`config.mk`:
```
export PLATFORM = sky130hd
export DESIGN_NAME = dns_name_decompressor_core
export DESIGN_NICKNAME = d
export VERILOG_FILES = /design/src/rtl/dnsdc_pkg.sv /design/src/rtl/dnsdc_ctrl.sv /design/src/rtl/dnsdc_datapath.sv /design/src/rtl/dns_name_decompressor_core.sv
export SDC_FILE = /design/constraint.sdc
export NUM_CORES = 2
export LEC_CHECK = 0
export ABC_CLOCK_PERIOD_IN_PS = 9600
export BUFFER_PORTS_ARGS = -buffer_cell sky130_fd_sc_hd__buf_2
export CORE_MARGIN = 1.5
export CORE_UTILIZATION = 50
export DETAILED_ROUTE_END_ITERATION = 12
export PLACE_DENSITY = 0.65
export REMOVE_ABC_BUFFERS = 1
export SETUP_SLACK_MARGIN = 0.15
export SYNTH_ARGS = -nofsm -noshare
export SYNTH_HDL_FRONTEND = slang
export SYNTH_SLANG_ARGS = --single-unit
export TNS_END_PERCENT = 30
```
`constraint.sdc`:
```
create_clock -name clock -period 9.6 [get_ports clock]
set_input_delay 1.92 -clock clock [delete_from_list [all_inputs] [get_ports clock]]
set_output_delay 1.92 -clock clock [all_outputs]
set_load 0.01 [all_outputs]
```
`src/rtl/dnsdc_pkg.sv`:
```
// Shared package of the DNS name decompressor: function and status codes,
// size defaults, and the command and status structs between controller and datapath.
// Depends on nothing.
`timescale 1ns / 1ps
`default_nettype none
package dnsdc_pkg;

   localparam int MSG_BYTES_DEF   = 512;
   localparam int MAX_HOPS_DEF    = 64;
   localparam int MAX_NAME_OCTETS = 255;
   localparam int LABEL_MAX       = 63;
   localparam int PTR_BYTES       = 2;

   localparam int ADDR_W = 9;
   localparam int LEN_W  = 10;

   // Request function codes.
   localparam logic FUNC_LOAD  = 1'b0;
   localparam logic FUNC_PARSE = 1'b1;

   // Result status codes. The code for a missing length octet cannot occur,
   // because a pointer target is always checked against the message end.
   localparam logic [2:0] ST_OK        = 3'd0;
   localparam logic [2:0] ST_PTR_RANGE = 3'd1;
   localparam logic [2:0] ST_PTR_LOOP  = 3'd2;
   localparam logic [2:0] ST_LAB_BIG   = 3'd4;
   localparam logic [2:0] ST_LAB_PAST  = 3'd5;
   localparam logic [2:0] ST_NAME_LONG = 3'd6;
   localparam logic [2:0] ST_NO_ROOT   = 3'd7;

   typedef struct packed {
      logic       load_wr;
      logic       start;
      logic       rd_next;
      logic       lab_step;
      logic       ptr_step;
      logic       finish;
      logic [2:0] code;
   } cmd_type;

   typedef struct packed {
      logic start_past;
      logic is_ptr;
      logic lab_big;
      logic lab_past;
      logic name_long;
      logic is_root;
      logic walk_end;
      logic ptr_range;
      logic ptr_loop;
      logic out_busy;
   } stat_type;

endpackage
`default_nettype wire

```
`src/rtl/dnsdc_ctrl.sv`:
```
// Controller of the DNS name decompressor: one-hot state machine that
// sequences loads and the label walk. Depends on dnsdc_pkg.
`timescale 1ns / 1ps
`default_nettype none
module dnsdc_ctrl (
   input  wire                      clock,
   input  wire                      reset,
   input  wire                      req_valid,
   input  wire                      req_func,
   output logic                     req_ready,
   input  wire dnsdc_pkg::stat_type stat,
   output dnsdc_pkg::cmd_type       cmd
);

   typedef enum logic [4:0] {
      S_IDLE = 5'b00001,
      S_RD0  = 5'b00010,
      S_LAB  = 5'b00100,
      S_PTR  = 5'b01000,
      S_FIN  = 5'b10000
   } state_type;

   state_type  state_ff, state_in;
   logic [2:0] code_ff, code_in;

   always_comb begin
      state_in  = state_ff;
      code_in   = code_ff;
      req_ready = 1'b0;
      cmd       = '0;
      cmd.code  = code_ff;
      case (state_ff)
         S_IDLE: begin
            req_ready = 1'b1;
            if (req_valid) begin
               if (req_func == dnsdc_pkg::FUNC_LOAD) begin
                  cmd.load_wr = 1'b1;
               end else begin
                  cmd.start = 1'b1;
                  if (stat.start_past) begin
                     code_in  = dnsdc_pkg::ST_NO_ROOT;
                     state_in = S_FIN;
                  end else begin
                     state_in = S_RD0;
                  end
               end
            end
         end
         S_RD0: begin
            state_in = S_LAB;
         end
         S_LAB: begin
            // The byte after the current one is fetched in case this is a pointer.
            cmd.rd_next = 1'b1;
            if (stat.is_ptr) begin
               state_in = S_PTR;
            end else begin
               cmd.lab_step = 1'b1;
               state_in     = S_FIN;
               if (stat.lab_big) begin
                  code_in = dnsdc_pkg::ST_LAB_BIG;
               end else if (stat.lab_past) begin
                  code_in = dnsdc_pkg::ST_LAB_PAST;
               end else if (stat.name_long) begin
                  code_in = dnsdc_pkg::ST_NAME_LONG;
               end else if (stat.is_root) begin
                  code_in = dnsdc_pkg::ST_OK;
               end else if (stat.walk_end) begin
                  code_in = dnsdc_pkg::ST_NO_ROOT;
               end else begin
                  state_in = S_RD0;
               end
            end
         end
         S_PTR: begin
            state_in = S_FIN;
            if (stat.ptr_range) begin
               code_in = dnsdc_pkg::ST_PTR_RANGE;
            end else if (stat.ptr_loop) begin
               code_in = dnsdc_pkg::ST_PTR_LOOP;
            end else begin
               cmd.ptr_step = 1'b1;
               state_in     = S_RD0;
            end
         end
         S_FIN: begin
            if (!stat.out_busy) begin
               cmd.finish = 1'b1;
               state_in   = S_IDLE;
            end
         end
         default: begin
            state_in = S_IDLE;
         end
      endcase
   end

   always_ff @(posedge clock) begin
      if (reset) begin
         state_ff <= S_IDLE;
         code_ff  <= dnsdc_pkg::ST_OK;
      end else begin
         state_ff <= state_in;
         code_ff  <= code_in;
      end
   end

endmodule
`default_nettype wire

```
`src/rtl/dnsdc_datapath.sv`:
```
// Datapath of the DNS name decompressor: message store, walk registers,
// label and pointer checks, and the result register. Depends on dnsdc_pkg.
`timescale 1ns / 1ps
`default_nettype none
module dnsdc_datapath #(
   parameter int MSG_BYTES = dnsdc_pkg::MSG_BYTES_DEF,
   parameter int MAX_HOPS  = dnsdc_pkg::MAX_HOPS_DEF
) (
   input  wire                            clock,
   input  wire                            reset,
   input  wire [dnsdc_pkg::ADDR_W-1:0]    req_addr,
   input  wire [7:0]                      req_data_byte,
   input  wire [dnsdc_pkg::LEN_W-1:0]     req_msg_len,
   input  wire dnsdc_pkg::cmd_type        cmd,
   output dnsdc_pkg::stat_type            stat,
   output logic                           rsp_valid,
   input  wire                            rsp_ready,
   output logic [2:0]                     rsp_status,
   output logic [7:0]                     rsp_consumed,
   output logic [7:0]                     rsp_name_len
);

   localparam int AW = $clog2(MSG_BYTES);
   localparam int HW = $clog2(MAX_HOPS + 1);
   localparam int LW = dnsdc_pkg::LEN_W;

   logic [7:0]    mem [MSG_BYTES];
   logic [7:0]    rd_data_ff;
   logic [7:0]    b0_ff;
   logic [LW-1:0] pos_ff, pos_in;
   logic [LW-1:0] len_ff, len_in;
   logic [8:0]    consumed_ff, consumed_in;
   logic [8:0]    name_ff, name_in;
   logic [HW-1:0] hops_ff, hops_in;
   logic          before_ptr_ff, before_ptr_in;
   logic          rsp_valid_ff, rsp_valid_in;
   logic [2:0]    rsp_status_ff;
   logic [7:0]    rsp_consumed_ff, rsp_name_len_ff;

   logic [LW-1:0]    len_clamp;
   logic [LW:0]      rd_pos;
   logic [AW+LW:0]   rd_wide;
   logic [AW+LW-2:0] wr_wide;
   logic [AW-1:0]    rd_idx, wr_idx;
   logic             wr_ok;
   logic [LW-1:0]    lab_p1;
   logic [LW:0]      new_pos;
   logic [9:0]       name_sum;
   logic [9:0]       consumed_lab;
   logic [13:0]      ptr_off;
   logic [7:0]       consumed_sat;

   // Message length clamped to the store size.
   assign len_clamp = (32'(req_msg_len) > MSG_BYTES) ? LW'(MSG_BYTES) : req_msg_len;

   assign rd_pos  = cmd.rd_next ? ({1'b0, pos_ff} + 1'b1) : {1'b0, pos_ff};
   assign rd_wide = {{AW{1'b0}}, rd_pos};
   assign rd_idx  = rd_wide[AW-1:0];
   assign wr_wide = {{(AW + LW - 1 - dnsdc_pkg::ADDR_W){1'b0}}, req_addr};
   assign wr_idx  = wr_wide[AW-1:0];
   assign wr_ok   = 32'(req_addr) < MSG_BYTES;

   always_ff @(posedge clock) begin
      if (cmd.load_wr && wr_ok) begin
         mem[wr_idx] <= req_data_byte;
      end
      rd_data_ff <= mem[rd_idx];
   end

   // Label checks on the byte at the current position.
   assign lab_p1       = {2'b00, rd_data_ff} + 1'b1;
   assign new_pos      = {1'b0, pos_ff} + {1'b0, lab_p1};
   assign name_sum     = {1'b0, name_ff} + lab_p1;
   assign consumed_lab = {1'b0, consumed_ff} + lab_p1;
   assign ptr_off      = {b0_ff[5:0], rd_data_ff};

   always_comb begin
      stat            = '0;
      stat.start_past = {1'b0, req_addr} >= len_clamp;
      stat.is_ptr     = (({1'b0, pos_ff} + 1'b1) < {1'b0, len_ff})
                        && (rd_data_ff[7:6] == 2'b11);
      stat.lab_big    = rd_data_ff > 8'(dnsdc_pkg::LABEL_MAX);
      stat.lab_past   = (len_ff - pos_ff) < lab_p1;
      stat.name_long  = name_sum > 10'(dnsdc_pkg::MAX_NAME_OCTETS);
      stat.is_root    = rd_data_ff == 8'd0;
      stat.walk_end   = new_pos >= {1'b0, len_ff};
      stat.ptr_range  = ptr_off >= {4'b0000, len_ff};
      stat.ptr_loop   = hops_ff >= HW'(MAX_HOPS);
      stat.out_busy   = rsp_valid_ff && !rsp_ready;
   end

   always_comb begin
      pos_in        = pos_ff;
      len_in        = len_ff;
      consumed_in   = consumed_ff;
      name_in       = name_ff;
      hops_in       = hops_ff;
      before_ptr_in = before_ptr_ff;
      if (cmd.start) begin
         pos_in        = LW'(req_addr);
         len_in        = len_clamp;
         consumed_in   = '0;
         name_in       = '0;
         hops_in       = '0;
         before_ptr_in = 1'b1;
      end else if (cmd.lab_step) begin
         pos_in  = new_pos[LW-1:0];
         name_in = name_sum[8:0];
         if (before_ptr_ff) begin
            consumed_in = consumed_lab[8:0];
         end
      end else if (cmd.ptr_step) begin
         // The target lies below the message length, so it fits the position.
         pos_in        = ptr_off[LW-1:0];
         hops_in       = hops_ff + 1'b1;
         before_ptr_in = 1'b0;
         if (before_ptr_ff) begin
            consumed_in = consumed_ff + 9'(dnsdc_pkg::PTR_BYTES);
         end
      end
   end

   assign consumed_sat = consumed_ff[8] ? 8'hFF : consumed_ff[7:0];

   always_comb begin
      rsp_valid_in = rsp_valid_ff;
      if (cmd.finish) begin
         rsp_valid_in = 1'b1;
      end else if (rsp_ready) begin
         rsp_valid_in = 1'b0;
      end
   end

   always_ff @(posedge clock) begin
      if (reset) begin
         rsp_valid_ff <= 1'b0;
      end else begin
         rsp_valid_ff <= rsp_valid_in;
      end
   end

   always_ff @(posedge clock) begin
      pos_ff        <= pos_in;
      len_ff        <= len_in;
      consumed_ff   <= consumed_in;
      name_ff       <= name_in;
      hops_ff       <= hops_in;
      before_ptr_ff <= before_ptr_in;
      if (cmd.rd_next) begin
         b0_ff <= rd_data_ff;
      end
      if (cmd.finish) begin
         rsp_status_ff <= cmd.code;
         if (cmd.code == dnsdc_pkg::ST_OK) begin
            rsp_consumed_ff <= consumed_sat;
            rsp_name_len_ff <= name_ff[7:0];
         end else begin
            rsp_consumed_ff <= '0;
            rsp_name_len_ff <= '0;
         end
      end
   end

   assign rsp_valid    = rsp_valid_ff;
   assign rsp_status   = rsp_status_ff;
   assign rsp_consumed = rsp_consumed_ff;
   assign rsp_name_len = rsp_name_len_ff;

endmodule
`default_nettype wire

```
`src/rtl/dns_name_decompressor_core.sv`:
```
// A load is taken while idle and ready stays high, so loads run back to back.
// A parse is accepted in S_IDLE, steps through S_RD0 and S_LAB for each label, adds S_PTR
// for each pointer, and ends in S_FIN, which waits while an earlier result still waits: the
// walk reads the message store one byte per cycle through its single registered read port.
// Throughput: one parse at a time; ready is low from parse start until the result is queued.
// Reset is synchronous and active high; it clears the controller and the result valid.
`timescale 1ns / 1ps
`default_nettype none
module dns_name_decompressor_core #(
   parameter int MSG_BYTES = dnsdc_pkg::MSG_BYTES_DEF,
   parameter int MAX_HOPS  = dnsdc_pkg::MAX_HOPS_DEF
) (
   input  wire                         clock,
   input  wire                         reset,
   input  wire                         req_valid,
   output logic                        req_ready,
   input  wire                         req_func,
   input  wire [dnsdc_pkg::ADDR_W-1:0] req_addr,
   input  wire [7:0]                   req_data_byte,
   input  wire [dnsdc_pkg::LEN_W-1:0]  req_msg_len,
   output logic                        rsp_valid,
   input  wire                         rsp_ready,
   output logic [2:0]                  rsp_status,
   output logic [7:0]                  rsp_consumed,
   output logic [7:0]                  rsp_name_len
);

   // The controller issues one command per cycle; the datapath answers with the
   // outcome of its label and pointer checks on the byte it has just read.
   // The message store keeps its contents over reset and must be loaded before use.
   dnsdc_pkg::cmd_type  cmd;
   dnsdc_pkg::stat_type stat;

   // The controller decides whether an item is a load or a parse, and walks the
   // name one label or pointer at a time until a final status is known.
   dnsdc_ctrl u_ctrl (
      .clock     (clock),
      .reset     (reset),
      .req_valid (req_valid),
      .req_func  (req_func),
      .req_ready (req_ready),
      .stat      (stat),
      .cmd       (cmd)
   );

   // The datapath holds the message store and the walk state. Its result register
   // lets the next item in while a finished result still waits to be taken.
   dnsdc_datapath #(
      .MSG_BYTES (MSG_BYTES),
      .MAX_HOPS  (MAX_HOPS)
   ) u_datapath (
      .clock         (clock),
      .reset         (reset),
      .req_addr      (req_addr),
      .req_data_byte (req_data_byte),
      .req_msg_len   (req_msg_len),
      .cmd           (cmd),
      .stat          (stat),
      .rsp_valid     (rsp_valid),
      .rsp_ready     (rsp_ready),
      .rsp_status    (rsp_status),
      .rsp_consumed  (rsp_consumed),
      .rsp_name_len  (rsp_name_len)
   );

endmodule
`default_nettype wire
```
==> impl_metrics.tcl <==
set metrics [dict create \
    outcome "complete, but fails checks" \
    violations "DRC" \
    postCtsSetupBuffers 0 \
    crit_cells 12 \
    antenna_found_initial 11 \
    holdPathStages 0 \
    worstPathRequired_ns 10.37 \
    io_pins 53 \
    ys_types 63 \
    core-area_um2 324000 \
    numPlacedInstances 11700 \
    wl_per_cell_um 32.3 \
    vias 79800 \
    final_util_pct 55.8 \
    area_growth_pct 10.9 \
    finalCritPeriodShare_pct 62.8 \
    overflow 0 \
    ant_nets 0 \
    slowest_stage "a41oi_1" \
    drt_first_pass_iters 12 \
    grt_max_degree 221 \
    drt-vias-per-instance 6.43 \
    dieArea_um2 330000 \
    worst-r2r-setup-slack_ns 3.57 \
    cp_max_fo 91 \
    cts_buffers 403 \
    clock-sinks 4184 \
    post-route-drc-count 20 \
    r2r-start "u_ctrl.state_ff[1]" \
    ys_warn_count 0 \
    path_buf_inv 3 \
    stdcell_count 12400 \
    maxCapViolCount 0 \
    cts.htree.levels 5 \
    cts.clk_slew.worst_paths_ns 0.06 \
    layout_common_cells "4140 x edfxtp_1, 1024 x mux4_2, 561 x nor2_1" \
    cp.arrival_ns 6.80 \
    async_flop_share_pct 0 \
    slew_headroom_pct 4.02 \
    slowest_delay_ns 1.01 \
    layout.cell_area.non_filler_um2 181000 \
    critPathTopFamily "compound AO/OA/AOI/OAI gates" \
    dieWidth_um 574 \
    ff2ff_path_depth 12 \
    synth-seq-area-share_pct 76.8 \
    clock_latency_ns 0.95 \
    first_global_vias 79900 \
    critPathLaunchType "flip-flop" \
    grt_pass1_wl_um 579000 \
    die_h_um 574 \
    worstPathCellList "or3_1 > or2_1 > clkinv_4 > xnor2_4 > buf_4 > buf_12 > mux4_2 > a22oi_1 > and3_1 > a21oi_1 > a41oi_1 > nor4_1" \
    synth_edf_count 4140 \
    cts_root_buffer "clkbuf_16" \
    worst_slew_pin_slew_ns 1.44 \
    layout_commonest_cell "edfxtp_1" \
    rsz0062_at_grt "no" \
    vdd_drop_max_mv 0.155 \
    dpl.hpwl_um 233000 \
    min_from "u_ctrl.code_ff[0]" \
    leakage_nw 55.5 \
    synthTopCellsByArea "edfxtp_1 76%, mux4_2 14%, a22oi_1 1.6%, nor2_1 1.3%, a22o_1 0.69%" \
    setup-violations-final 0 \
    drv_slew 0 \
    postCtsResizedCells 0 \
    drive_gt1_share_pct 22.4 \
    max_freq_ghz 0.166 \
    ctsHoldBuffers 0 \
    initial_core_util_pct 50.3 \
    synthCells 7657 \
    synth_top_flop_cell "edfxtp_1" \
    fin_crit_ns 6.03 \
    ys_seq_elements 4184 \
    nNetsFinal 7901 \
    port_buffers 52 \
    crit_path_end_kind "flip-flop" \
    crit_type "reg -> reg" \
    synth.largest_area_cell "edfxtp_1" \
    fillers 23800 \
    cts_tree "done" \
    synth_area_um2 163000 \
    rows 209 \
    power_density_nw_per_um2 215 \
    min_to "u_datapath.rsp_status[0]" \
    avgSynthCellArea_um2 21.3 \
    r2r_end "u_datapath.rd_data_ff[1]" \
    clockBufferDepth 4 \
    fin_skew_ns 0.0440 \
    synth_top_area_share_pct 76.2 \
    hold_class "reg -> reg" \
    drt_iter0_drc 10200 \
    hold_viol_final 0 \
    gp_congestion 0.881 \
    placed_area_um2 168000 \
    wirelength_um 401000 \
    grt_use_total_pct 24.2 \
]
## final cells by class
cell class                 instances  area, um^2  share of cell area, %
antenna                            5        12.5                0.00692
clock buffer                     480       10500                   5.79
clock inverter                   245        2520                   1.39
inverter                          64         245                  0.136
multi-input combinational       2941       35400                   19.5
sequential                      4184      125000                   69.2
tap                             4325        5410                   2.99
timing repair buffer             182        1680                  0.928
## cell families after synthesis
logic type | Yosys count | synth area share (%)
fa+ha+maj | 93 | 0.732
flops | 4184 | 76.8
buf+inv | 532 | 1.70
mux | 1041 | 14.2
compound gates | 844 | 3.83
xor+xnor | 54 | 0.313
simple gates | 909 | 2.41
## state kept, by name, summed over array words and instances (netlist names)
name                      count
u_datapath.rd_data_ff         8
u_ctrl.state_ff               5
u_datapath.pos_ff            10
u_datapath.before_ptr_ff      1
u_datapath.len_ff            10
u_ctrl.code_ff                3
u_datapath.name_ff            9
u_datapath.rsp_status         3
u_datapath.rsp_valid          1
u_datapath.mem             4096
u_datapath.consumed_ff        9
u_datapath.rsp_name_len       8
u_datapath.rsp_consumed       8
u_datapath.hops_ff            7
u_datapath.b0_ff              6
## through the flow
step	hold WS, ns	power, mW	setup slack (ns)	TNS [ns]
final	0.478	38.9	3.57	0
after global placement	0.447	23.4	3.65	0
after global routing	0.490	39.9	3.40	0
after detailed placement	0.458	23.5	3.63	0
after CTS	0.476	39.0	3.62	0
after floorplan	0.424	23.8	-24.46	-195.70
## worst register-to-register path, delay by kind of cell (launching register included)
kind	cells	cell delay (ns)
compound gates	3	1.41
xor+xnor	1	0.86
buf+inv	3	1.28
flops	1	0.42
mux	1	0.96
simple gates	4	0.93
## how the worst max path moves through the flow
stage	startpoint	end	slack (ns)
floorplan	u_ctrl.state_ff[1]	u_datapath.rd_data_ff[0]	-24.46
global placement	u_ctrl.state_ff[1]	u_datapath.rd_data_ff[4]	3.65
detailed placement	u_ctrl.state_ff[1]	u_datapath.rd_data_ff[4]	3.63
CTS	u_ctrl.state_ff[1]	u_datapath.rd_data_ff[4]	3.62
global route	u_ctrl.state_ff[1]	u_datapath.rd_data_ff[2]	3.40
finish	u_ctrl.state_ff[1]	u_datapath.rd_data_ff[1]	3.57
## layer usage
metal  track usage, %  vias up  wire [um]
met1             35.3    42500     164000
met3             4.36      609      36400
met4             6.95        6      11500
met5                0        -         32
met2             37.7     4213     189000
li1                 -    32500          -
## synth_stat cells (all sizes together), types with 2 or more instances
library cell / number
a2111oi: 2
a211oi: 7
a21boi: 3
a21o: 19
a21oi: 63
a221oi: 32
a22o: 128
a22oi: 353
a31oi: 101
a32oi: 24
a41oi: 34
and2: 8
and3: 48
and4: 2
buf: 324
clkbuf: 144
clkinv: 2
dfxtp: 44
edfxtp: 4140
fa: 4
ha: 89
inv: 62
mux2: 2
mux2i: 15
mux4: 1024
nand2: 90
nand2b: 15
nand3: 34
nand4: 10
nor2: 562
nor2b: 20
nor3: 83
nor3b: 4
nor4: 15
nor4b: 3
o21a: 18
o21ai: 39
o21bai: 11
or2: 4
or3: 8
xnor2: 39
xor2: 15
## power by group
group,switching (mW),internal (mW),leakage (nW),total (mW)
combinational,1.84,1.09,11.6,2.93
sequential,0.0524,20.1,37.6,20.1
clock,6.76,9.03,6.33,15.8
total,8.65,30.2,55.5,38.9
No activity file was read; power rests on OpenSTA's default activity.
